`config.mk`:
```
export PLATFORM = sky130hd
export DESIGN_NAME = pressure_sensor_compensation
export DESIGN_NICKNAME = d
export VERILOG_FILES = /design/src/rtl/core/psc_pkg.sv /design/src/rtl/core/psc_coef.sv /design/src/rtl/core/psc_pipe.sv /design/src/rtl/core/pressure_sensor_compensation.sv
export SDC_FILE = /design/constraint.sdc
export NUM_CORES = 2
export LEC_CHECK = 0
export ABC_AREA = 1
export BUFFER_PORTS_ARGS = -buffer_cell sky130_fd_sc_hd__buf_2
export CAP_MARGIN = 20
export CORE_MARGIN = 2
export CORE_UTILIZATION = 25
export CTS_BUF_LIST = sky130_fd_sc_hd__clkbuf_16
export DETAILED_ROUTE_END_ITERATION = 6
export GPL_TIMING_DRIVEN = 0
export PLACE_DENSITY = 0.4
export SLEW_MARGIN = 5
export SYNTH_ARGS = -nofsm -noshare
export SYNTH_HDL_FRONTEND = slang
export SYNTH_SLANG_ARGS = --single-unit
```
`constraint.sdc`:
```
create_clock -name clk -period 5.65 [get_ports clk]
set_clock_uncertainty 0.15 [all_clocks]
set_input_delay 0.565 -clock clk [delete_from_list [all_inputs] [get_ports clk]]
set_output_delay 0.565 -clock clk [all_outputs]
set_load 0.02 [all_outputs]
```
`src/rtl/core/psc_pkg.sv`:
```
`timescale 1ns / 1ps
// ----------------------------------------------------------------------------
// psc_pkg: shared types and constants for pressure sensor compensation
// Holds register indexes, the unpacked coefficient set and the fixed
// constants of the first-order compensation formulas.
// ----------------------------------------------------------------------------
package psc_pkg;

	// Configuration register indexes.
	typedef enum logic [2:0] {
		REG_CAL_ONE   = 3'd0,
		REG_CAL_TWO   = 3'd1,
		REG_CAL_THREE = 3'd2,
		REG_CAL_FOUR  = 3'd3,
		REG_SURFACE   = 3'd4
	} cfg_reg_t;

	localparam int CFG_IDX_W   = 3;
	localparam int CFG_DATA_W  = 16;
	localparam int RAW_W       = 16;
	localparam int TEMP_W      = 14;
	localparam int PRESS_W     = 19;
	localparam int DEPTH_W     = 25;
	localparam int SURFACE_W   = 15;

	// Formula constants.
	localparam logic [17:0]        UT1_BASE     = 18'd20224;
	localparam logic [6:0]         C6_BIAS      = 7'd50;
	localparam logic signed [10:0] C4_BIAS      = 11'sd512;
	localparam logic signed [19:0] SENS_BASE    = 20'sd24576;
	localparam logic signed [17:0] D1_BIAS      = 18'sd7168;
	localparam logic signed [13:0] TEMP_BASE    = 14'sd200;
	localparam logic signed [23:0] PRESS_BASE   = 24'sd2500;
	localparam logic signed [23:0] PRESS_MAX    = 24'sd200000;
	localparam logic signed [23:0] PRESS_MIN    = -24'sd200000;
	localparam logic signed [26:0] DEPTH_SCALE  = 27'sd102;
	localparam logic signed [26:0] DEPTH_MAX    = 27'sd25000000;
	localparam logic [14:0]        SURFACE_RST  = 15'd10090;

	// Coefficients unpacked from the calibration words, plus surface level.
	typedef struct packed {
		logic [14:0] c1;
		logic [11:0] c2;
		logic [9:0]  c3;
		logic [9:0]  c4;
		logic [10:0] c5;
		logic [5:0]  c6;
		logic [14:0] surface;
	} coef_t;

endpackage

```
`src/rtl/core/psc_coef.sv`:
```
`timescale 1ns / 1ps
// ----------------------------------------------------------------------------
// psc_coef: calibration register file and coefficient unpacking
// Holds the four calibration words and the surface pressure, and splits the
// words into the six compensation coefficients.
// ----------------------------------------------------------------------------
module psc_coef (
	input  logic                             clk,
	input  logic                             arst_n,
	input  logic                             wr_en,
	input  logic [psc_pkg::CFG_IDX_W-1:0]    wr_index,
	input  logic [psc_pkg::CFG_DATA_W-1:0]   wr_data,
	output psc_pkg::coef_t                   coef
);
	import psc_pkg::*;

	logic [15:0] cal_one_q;
	logic [15:0] cal_two_q;
	logic [15:0] cal_three_q;
	logic [15:0] cal_four_q;
	logic [14:0] surface_q;

	// Register writes; an index past the list is dropped.
	always_ff @(posedge clk or negedge arst_n) begin
		if (!arst_n) begin
			cal_one_q   <= '0;
			cal_two_q   <= '0;
			cal_three_q <= '0;
			cal_four_q  <= '0;
			surface_q   <= SURFACE_RST;
		end else if (wr_en) begin
			case (cfg_reg_t'(wr_index))
				REG_CAL_ONE:   cal_one_q   <= wr_data;
				REG_CAL_TWO:   cal_two_q   <= wr_data;
				REG_CAL_THREE: cal_three_q <= wr_data;
				REG_CAL_FOUR:  cal_four_q  <= wr_data;
				REG_SURFACE:   surface_q   <= wr_data[14:0];
				default: begin
				end
			endcase
		end
	end

	// Coefficient bit layout of the calibration PROM.
	always_comb begin
		coef.c1      = cal_one_q[15:1];
		coef.c2      = {cal_three_q[5:0], cal_four_q[5:0]};
		coef.c3      = cal_four_q[15:6];
		coef.c4      = cal_three_q[15:6];
		coef.c5      = {cal_one_q[0], cal_two_q[15:6]};
		coef.c6      = cal_two_q[5:0];
		coef.surface = surface_q;
	end

endmodule

```
`src/rtl/core/psc_pipe.sv`:
```
`timescale 1ns / 1ps
// ----------------------------------------------------------------------------
// psc_pipe: six-stage compensation datapath
// Stage 1 forms dT and D1 offset, stage 2 the three dT products, stage 3
// temperature, OFF and SENS, stage 4 the SENS product, stage 5 pressure with
// saturation, stage 6 depth with clamping.
// ----------------------------------------------------------------------------
module psc_pipe (
	input  logic                                clk,
	input  logic                                arst_n,
	input  logic                                in_valid,
	input  logic [psc_pkg::RAW_W-1:0]           raw_pressure,
	input  logic [psc_pkg::RAW_W-1:0]           raw_temperature,
	input  psc_pkg::coef_t                      coef,
	output logic                                out_valid,
	output logic signed [psc_pkg::TEMP_W-1:0]   temp_tenths,
	output logic signed [psc_pkg::PRESS_W-1:0]  press_tenths,
	output logic [psc_pkg::DEPTH_W-1:0]         depth_thousandths
);
	import psc_pkg::*;

	// Valid bits that travel with the data.
	logic v_s1, v_s2, v_s3, v_s4, v_s5, v_s6;

	logic signed [17:0] dt_s1, d1m_s1;
	logic signed [25:0] t_prod_s2;
	logic signed [28:0] o_prod_s2, s_prod_s2;
	logic signed [17:0] d1m_s2;
	logic signed [13:0] temp_s3;
	logic signed [17:0] off_s3, d1m_s3;
	logic signed [19:0] sens_s3;
	logic signed [13:0] temp_s4;
	logic signed [17:0] off_s4;
	logic signed [37:0] x_prod_s4;
	logic signed [13:0] temp_s5;
	logic signed [18:0] press_s5;
	logic signed [13:0] temp_s6;
	logic signed [18:0] press_s6;
	logic [24:0]        depth_s6;

	logic [17:0]        ut1;
	logic signed [17:0] dt_d, d1m_d;
	logic [6:0]         c6b;
	logic signed [10:0] c4m;
	logic signed [17:0] off_d;
	logic signed [19:0] sens_d;
	logic signed [13:0] temp_d;
	logic signed [23:0] x_d;
	logic signed [27:0] x10_d;
	logic signed [23:0] p_full_d;
	logic signed [18:0] press_d;
	logic signed [19:0] diff_d;
	logic signed [26:0] depth_prod_d;
	logic [24:0]        depth_d;

	// Valid pipeline.
	always_ff @(posedge clk or negedge arst_n) begin
		if (!arst_n) begin
			v_s1 <= 1'b0;
			v_s2 <= 1'b0;
			v_s3 <= 1'b0;
			v_s4 <= 1'b0;
			v_s5 <= 1'b0;
			v_s6 <= 1'b0;
		end else begin
			v_s1 <= in_valid;
			v_s2 <= v_s1;
			v_s3 <= v_s2;
			v_s4 <= v_s3;
			v_s5 <= v_s4;
			v_s6 <= v_s5;
		end
	end

	// Stage 1: temperature difference and offset raw pressure.
	assign ut1   = {4'b0000, coef.c5, 3'b000} + UT1_BASE;
	assign dt_d  = $signed({2'b00, raw_temperature}) - $signed(ut1);
	assign d1m_d = $signed({2'b00, raw_pressure}) - D1_BIAS;

	always_ff @(posedge clk) begin
		dt_s1  <= dt_d;
		d1m_s1 <= d1m_d;
	end

	// Stage 2: the three products on dT.
	assign c6b = {1'b0, coef.c6} + C6_BIAS;
	assign c4m = $signed({1'b0, coef.c4}) - C4_BIAS;

	always_ff @(posedge clk) begin
		t_prod_s2 <= dt_s1 * $signed({1'b0, c6b});
		o_prod_s2 <= dt_s1 * c4m;
		s_prod_s2 <= dt_s1 * $signed({1'b0, coef.c3});
		d1m_s2    <= d1m_s1;
	end

	// Stage 3: temperature, offset and sensitivity.
	assign temp_d = 14'(t_prod_s2 >>> 10) + TEMP_BASE;
	assign off_d  = $signed({4'b0000, coef.c2, 2'b00}) + 18'(o_prod_s2 >>> 12);
	assign sens_d = $signed({5'b00000, coef.c1}) + 20'(s_prod_s2 >>> 10) + SENS_BASE;

	always_ff @(posedge clk) begin
		temp_s3 <= temp_d;
		off_s3  <= off_d;
		sens_s3 <= sens_d;
		d1m_s3  <= d1m_s2;
	end

	// Stage 4: sensitivity times offset raw pressure.
	always_ff @(posedge clk) begin
		temp_s4   <= temp_s3;
		off_s4    <= off_s3;
		x_prod_s4 <= sens_s3 * d1m_s3;
	end

	// Stage 5: pressure in 0.1 mbar, saturated to range.
	assign x_d      = 24'(x_prod_s4 >>> 14) - off_s4;
	assign x10_d    = (28'(x_d) <<< 3) + (28'(x_d) <<< 1);
	assign p_full_d = 24'(x10_d >>> 5) + PRESS_BASE;

	always_comb begin
		if (p_full_d > PRESS_MAX) begin
			press_d = 19'(PRESS_MAX);
		end else if (p_full_d < PRESS_MIN) begin
			press_d = 19'(PRESS_MIN);
		end else begin
			press_d = 19'(p_full_d);
		end
	end

	always_ff @(posedge clk) begin
		temp_s5  <= temp_s4;
		press_s5 <= press_d;
	end

	// Stage 6: depth below the surface level, zero above it.
	assign diff_d       = 20'(press_s5) - $signed({5'b00000, coef.surface});
	assign depth_prod_d = 27'(diff_d) * DEPTH_SCALE;

	always_comb begin
		if (diff_d <= 20'sd0) begin
			depth_d = '0;
		end else if (depth_prod_d > DEPTH_MAX) begin
			depth_d = 25'(DEPTH_MAX);
		end else begin
			depth_d = 25'(depth_prod_d);
		end
	end

	always_ff @(posedge clk) begin
		temp_s6  <= temp_s5;
		press_s6 <= press_s5;
		depth_s6 <= depth_d;
	end

	assign out_valid         = v_s6;
	assign temp_tenths       = temp_s6;
	assign press_tenths      = press_s6;
	assign depth_thousandths = depth_s6;

endmodule

```
`src/rtl/core/pressure_sensor_compensation.sv`:
```
`timescale 1ns / 1ps
// ----------------------------------------------------------------------------
// pressure_sensor_compensation: first-order pressure/temperature compensation
// Turns a raw pressure and temperature conversion pair into compensated
// temperature, pressure and depth using coefficients from calibration words.
//
//   Channel   Handshake              Payload
//   -------   --------------------   --------------------------------------
//   request   start, busy            raw_pressure, raw_temperature
//   result    done (strobe)          temp_tenths, press_tenths,
//                                    depth_thousandths
//   config    cfg_valid, cfg_ready   cfg_index, cfg_data
//
// A request is taken every cycle; busy is always low. Each result appears
// for one cycle with done high, after passing through the six register
// stages, two of them holding the multiplier products.
// Reset clears the stage valid bits and loads the register defaults; results
// cannot be held off, so nothing in the pipeline ever stalls.
// ----------------------------------------------------------------------------
module pressure_sensor_compensation (
	input  logic                                clk,
	input  logic                                arst_n,
	input  logic                                start,
	output logic                                busy,
	input  logic [psc_pkg::RAW_W-1:0]           raw_pressure,
	input  logic [psc_pkg::RAW_W-1:0]           raw_temperature,
	output logic                                done,
	output logic signed [psc_pkg::TEMP_W-1:0]   temp_tenths,
	output logic signed [psc_pkg::PRESS_W-1:0]  press_tenths,
	output logic [psc_pkg::DEPTH_W-1:0]         depth_thousandths,
	input  logic                                cfg_valid,
	output logic                                cfg_ready,
	input  logic [psc_pkg::CFG_IDX_W-1:0]       cfg_index,
	input  logic [psc_pkg::CFG_DATA_W-1:0]      cfg_data
);
	import psc_pkg::*;

	coef_t coef;

	// The pipeline and register file never back-pressure.
	assign busy      = 1'b0;
	assign cfg_ready = 1'b1;

	// Calibration registers.
	psc_coef u_coef (
		.clk      (clk),
		.arst_n   (arst_n),
		.wr_en    (cfg_valid && cfg_ready),
		.wr_index (cfg_index),
		.wr_data  (cfg_data),
		.coef     (coef)
	);

	// Compensation datapath.
	psc_pipe u_pipe (
		.clk               (clk),
		.arst_n            (arst_n),
		.in_valid          (start && !busy),
		.raw_pressure      (raw_pressure),
		.raw_temperature   (raw_temperature),
		.coef              (coef),
		.out_valid         (done),
		.temp_tenths       (temp_tenths),
		.press_tenths      (press_tenths),
		.depth_thousandths (depth_thousandths)
	);

endmodule

```
Word-level counts from Yosys, hierarchy flattened --
Cells that the tools add are included.
Cells by class: add/sub/neg operators 13, multiply operators 5, $lt $le $gt $ge 4, equality and inequality tests 4, muxes and demuxes 2, reductions and logical operators 8
Operators by type and width (number):
- multiplier 18 x 11 -> 29 bit | 2
- multiplier 20 x 18 -> 38 bit | 1
- adder 27 x 25 -> 28 bit | 1
- greater-than comparator 27 x 26 -> 1 bit (second input constant) | 1
- multiplier 20 x 7 -> 26 bit (second input constant) | 1
- 2-to-1 mux 25 bit | 1
- adder 23 x 13 -> 24 bit (second input constant) | 1
- greater-than comparator 24 x 19 -> 1 bit (second input constant) | 1
- < comparator 24 x 19 -> 1 bit (second input constant) | 1
- multiplier 18 x 8 -> 24 bit | 1
- subtractor 24 x 18 -> 24 bit | 1
- adder 16 x 19 -> 20 bit | 1
- adder 20 x 16 -> 20 bit (second input constant) | 1
- less-or-equal comparator 20 x 1 -> 1 bit (second input constant) | 1
- subtractor 19 x 16 -> 20 bit | 1
- 2-to-1 mux 19 bit | 1
- adder 15 x 17 -> 18 bit | 1
- subtractor 17 x 18 -> 18 bit | 1
- subtractor 16 x 13 -> 17 bit (second input constant) | 1
- adder 14 x 15 -> 16 bit (second input constant) | 1
- adder 14 x 9 -> 14 bit (second input constant) | 1
- subtractor 10 x 10 -> 11 bit (second input constant) | 1
- AND reduction 2 bit | 5
- adder 6 x 6 -> 7 bit (second input constant) | 1
- other kinds (5) | 7
Word-level totals: flip-flop bits (word level) 452, input bits 55, output and inout bits 61, word-level logic and storage cells 67

Logic depth before layout (Yosys ltp) --
depth after elaboration 5, gate-level depth with buffers 38, mapped depth without buffers 37

Modules after synthesis --
From an unflattened synthesis, not the netlist that was laid out.
Unflattened totals: cells, all modules 5969, area total of the unflattened synthesis 48833.1 um^2
By module, submodules not included:
- psc_pipe | instances 1, cells an instance 5613, area each 45655.0 um^2, seq. area each 6376.1 um^2
- psc_coef | instances 1, cells an instance 352, area each 3155.5 um^2, seq. area each 1986.9 um^2
- pressure_sensor_compensation | instances 1, cells an instance 4, area each 22.5 um^2, seq. area each 0.0 um^2

Worst setup path before layout --
No wires, ideal clock.
kind reg-to-reg, start point register u_coef.surface_q[0], end point register u_pipe.depth_s6[15], in the netlist u_pipe.depth_thousandths[15], setup time 0.123 ns, arrival time 5.761 ns, data required time 5.377 ns, path slack -0.384 ns, cell stages (with the launch flop) 33, path buffers 1, period minus slack after synthesis 6.034 ns, cells stage by stage dfrtp_1 > ha_1 > fa_1 > o21ai_2 > a21oi_1 > o21ai_1 > nand3_1 > o2111ai_1 > nand2_1 > nand2_1 > xor2_1 > inv_1 > ha_1 > fa_1 > ha_1 > inv_1 > fa_1 > inv_1 > ha_1 > nand2_1 > nor2_1 > a211oi_1 > nand2_1 > a21oi_1 > xor2_1 > nand2_1 > nor2_1 > nand3_1 > nand3_1 > nand3_2 > nand2_2 > buf_6 > nor2_1
On the way: cells in the longest elaborated chain, start to end 4, elaborated cells on any way between the ends 5, classes of those cells add/sub (1); mul (1); order compare (2); reduce/logical (1)
RTL lines:
- from (decl) | line psc_coef.sv:21 | logic [14:0] surface_q;
- from (signal assigned) | line psc_coef.sv:37 | REG_SURFACE: surface_q <= wr_data[14:0];
- subtractor 19 x 16 -> 20 bit (*) | line psc_pipe.sv:136 | assign diff_d = 20'(press_s5) - $signed({5'b00000, coef.surface});
- multiplier 20 x 7 -> 26 bit | line psc_pipe.sv:137 | assign depth_prod_d = 27'(diff_d) * DEPTH_SCALE;
- greater-than comparator 27 x 26 -> 1 bit | line psc_pipe.sv:142 | end else if (depth_prod_d > DEPTH_MAX) begin
- OR reduction 2 bit (no line)
- to (signal assigned) | line psc_pipe.sv:152 | depth_s6 <= depth_d;
- to (decl) | line psc_pipe.sv:39 | logic [24:0] depth_s6;
Every way passes the cells marked *; elsewhere a longest branch is shown, timed or not. A chain may end at the register's enable or synchronous reset.

Worst setup path after layout --
start point register u_coef.surface_q[1], end point register u_pipe.depth_s6[7], in the netlist u_pipe.depth_thousandths[7]
The elaborated chain is that of the path after synthesis.

==> results.cfg <==
[status]
status = finished, violations left
violations = negative setup slack

[place]
io_buffer_count = 112
gp_congestion = 0.829
hpwl_um = 121000

[floorplan]
start_util = 0.251
placementRows = 163
die_y_um = 449
ios = 116
fp.dieW_um = 449
die-area_um2 = 202000
core_area_um2 = 197000

[timing]
finalMaxSlewViolations = 0
hold_viol_final = 0
worst_pin_slew_ns = 0.776
fin_crit_sh = 1.07
rsz0062_at_grt = yes
final.setup.worst_slack_ns = -0.412
setup_viol = 41
fin_setup_tns_ns = -10.18
slew_headroom = 0.483
max_clock_freq_ghz = 0.165
period_needed_ns = 6.06

[global_routing]
grt_pass1_wl_um = 237000
grt-ovfl-total = 0
grt_usage = 0.152
grt_pass1_vias = 40900
antenna_found_initial = 10
grt_start_max_net_pins = 58

[synth]
ys_top_cells_by_area = fa_1 (33%), dfxtp_1 (13%), inv_1 (12%)
netlist_top_cells_count = inv_1 (1,554), nand2_1 (1,271), fa_1 (822)
synth_edf_count = 0
ys_seq_area_frac = 0.171
synth-seq-cells = 402
synth_area_um2 = 49600
synth-main-ff-cell = dfxtp_1
synthesis.instances = 5965
synthArstFlopShare = 0.211
yosys.cell_count.top_type = inv_1
syn_area_per_cell_um2 = 8.31
synth_top_area_share = 0.332
yosys.area.top_type = fa_1
yosys_warnings = 0
synth_cell_type_count = 57

[job]
maxCapViolations = 0

[clock_network]
cts_made_buffers = 47
clock_latency_ns = 0.65
clk_pin_slew_ns = 0.07
cts_tree = built
clockRootBuffer = clkbuf_16
cts.sinks = 402
cts_htree_levels = 2
cts_max_path_buffers = 3

[finish]
drive_gt1_frac = 0.188
fin_nets = 7702
areaGrowthSynthToFinish_pct = 23.7

[hold_path]
hp-class = in -> reg

[setup_path]
critPathMaxStageDelay_ns = 0.54
critPathCaptureType = flop
crit_fanout = 5
cp-start-kind = flop
path_class = reg -> reg
cp.buffers_inverters = 5
required_ns = 6.08
cp_slowest_cell = dfstp_2
cp_common_cell = ha_1
arrival_ns = 6.49
critical_path.top_delay_family = adder cells

[drt]
totalWireLength_um = 151000
viasPerCell = 4.20
via_count = 38000
avgRoutedWirePerCell_um = 16.7
drt_iter0_drc = 1831
drc_errors = 0
antenna_left = 0
drt_first_pass_iters = 5
## sequential cells by signal, indices dropped and copies added, names as in the netlist, 15 cells and up
name,flops
u_coef.cal_two_q,16
u_pipe.d1m_s2,17
u_pipe.press_s5,19
u_coef.cal_four_q,16
u_pipe.dt_s1,18
u_pipe.s_prod_s2,19
u_pipe.depth_thousandths,24
u_pipe.off_s3,18
u_coef.cal_one_q,16
u_pipe.x_prod_s4,24
u_coef.cal_three_q,16
u_pipe.off_s4,18
u_pipe.sens_s3,20
u_pipe.press_tenths,19
u_pipe.o_prod_s2,17
u_pipe.d1m_s1,17
u_pipe.d1m_s3,17
u_coef.surface_q,15
## path summary, 6_finish.rpt
path | from | slack, ns | to | depth (start not counted)
max reg2reg | u_coef.surface_q[1] | -0.41 | u_pipe.depth_thousandths[7] | 30
min | raw_pressure[11] | 0.05 | u_pipe.d1m_s1[11] | 2
min in group asynchronous | arst_n | 0.24 | u_pipe.v_s5 | 2
min reg2reg | u_pipe.off_s3[9] | 0.13 | u_pipe.off_s4[9] | 0
max in group asynchronous | arst_n | 4.39 | u_coef.cal_one_q[9] | 3
max | u_coef.surface_q[1] | -0.41 | u_pipe.depth_thousandths[7] | 30
## layout by cell type, fill, tap and decap left out, types with 51 or more instances in the layout
| cell | Yosys | layout |
|---|---|---|
| xor2_1 | 153 | 122 |
| o21ai_0 | 174 | 150 |
| nand3_1 | 108 | 88 |
| fa_1 | 822 | 791 |
| nor2_1 | 215 | 182 |
| dfrtp_1 | 77 | 59 |
| ha_1 | 454 | 391 |
| buf_4 | 4 | 223 |
| dfxtp_1 | 317 | 271 |
| clkbuf_16 | 0 | 71 |
| buf_2 | 1 | 120 |
| xnor2_1 | 83 | 77 |
| a21oi_1 | 243 | 181 |
| inv_2 | 8 | 52 |
| inv_1 | 1554 | 1509 |
| ha_4 | 0 | 51 |
| nand2_2 | 30 | 92 |
| nand2_1 | 1271 | 1183 |
## layer usage
| layer | global-route usage | wire length, µm | vias up |
|---|---|---|---|
| met5 | 0 | 0 | - |
| met4 | 0.0423 | 4800 | 0 |
| met3 | 0.0147 | 5310 | 166 |
| met2 | 0.266 | 74100 | 572 |
| met1 | 0.199 | 67300 | 18900 |
| li1 | - | - | 18300 |
## per-stage QoR
stage | setup slack, ns | utilization | hold slack, ns | cell area [µm²] | instances
detailed placement | -1.97 | 0.272 | 0.162 | 53700 | 8719
CTS | -0.476 | 0.299 | 0.00563 | 58900 | 8937
finish | -0.412 | 0.311 | 0.0451 | 61300 | 9051
global placement | -1.97 | 0.272 | 0.160 | 53600 | 8718
global route | -0.764 | 0.311 | 0.0302 | 61300 | 9051
floorplan | -0.118 | - | 0.119 | 49800 | 5966
## logic make-up (layout without fill, tap and decap cells)
family / Yosys count / in the layout / synth area share
AOI/OAI and AO/OA: 525 / 525 / 0.0585
xor gates and xnor gates: 241 / 241 / 0.0433
adders and majority gates: 1276 / 1276 / 0.447
buffers and inverters: 1762 / 2206 / 0.134
DFF: 402 / 402 / 0.171
other: 2 / 4 / 0.000152
and+or+nand+nor: 1757 / 1757 / 0.146
## repair_timing
item,CTS,global route
pin swaps,109,263
gates resized for setup,612,402
cloned,2,3
endpoints found under the setup margin,115,87
hold endpoints to repair,47,0
hold buffers,21,0
buffers inserted,154,113
## area by class of cell
| type | instances | area (µm²) |
|---|---|---|
| clock inverter | 40 | 313 |
| tap | 2640 | 3300 |
| antenna | 1 | 2.50 |
| buffer | 151 | 1690 |
| multi-input combinational | 3802 | 37000 |
| sequential | 402 | 8650 |
| inverter | 1563 | 5910 |
| clock buffer | 48 | 1200 |
| timing repair buffer | 404 | 3240 |
| fill | 21000 | 136000 |
## worst reg2reg max path: cells and delay by family (launching register included)
kind            cells  cell delay (ns)
flops               1             0.54
compound gates      8             1.32
fa+ha+maj           6             1.95
xor+xnor            3             0.57
buf+inv             5             0.56
simple gates        8             0.90
Power is not shown: default switching activity piles up to over one toggle a cycle in this logic, so the estimate is an artifact.
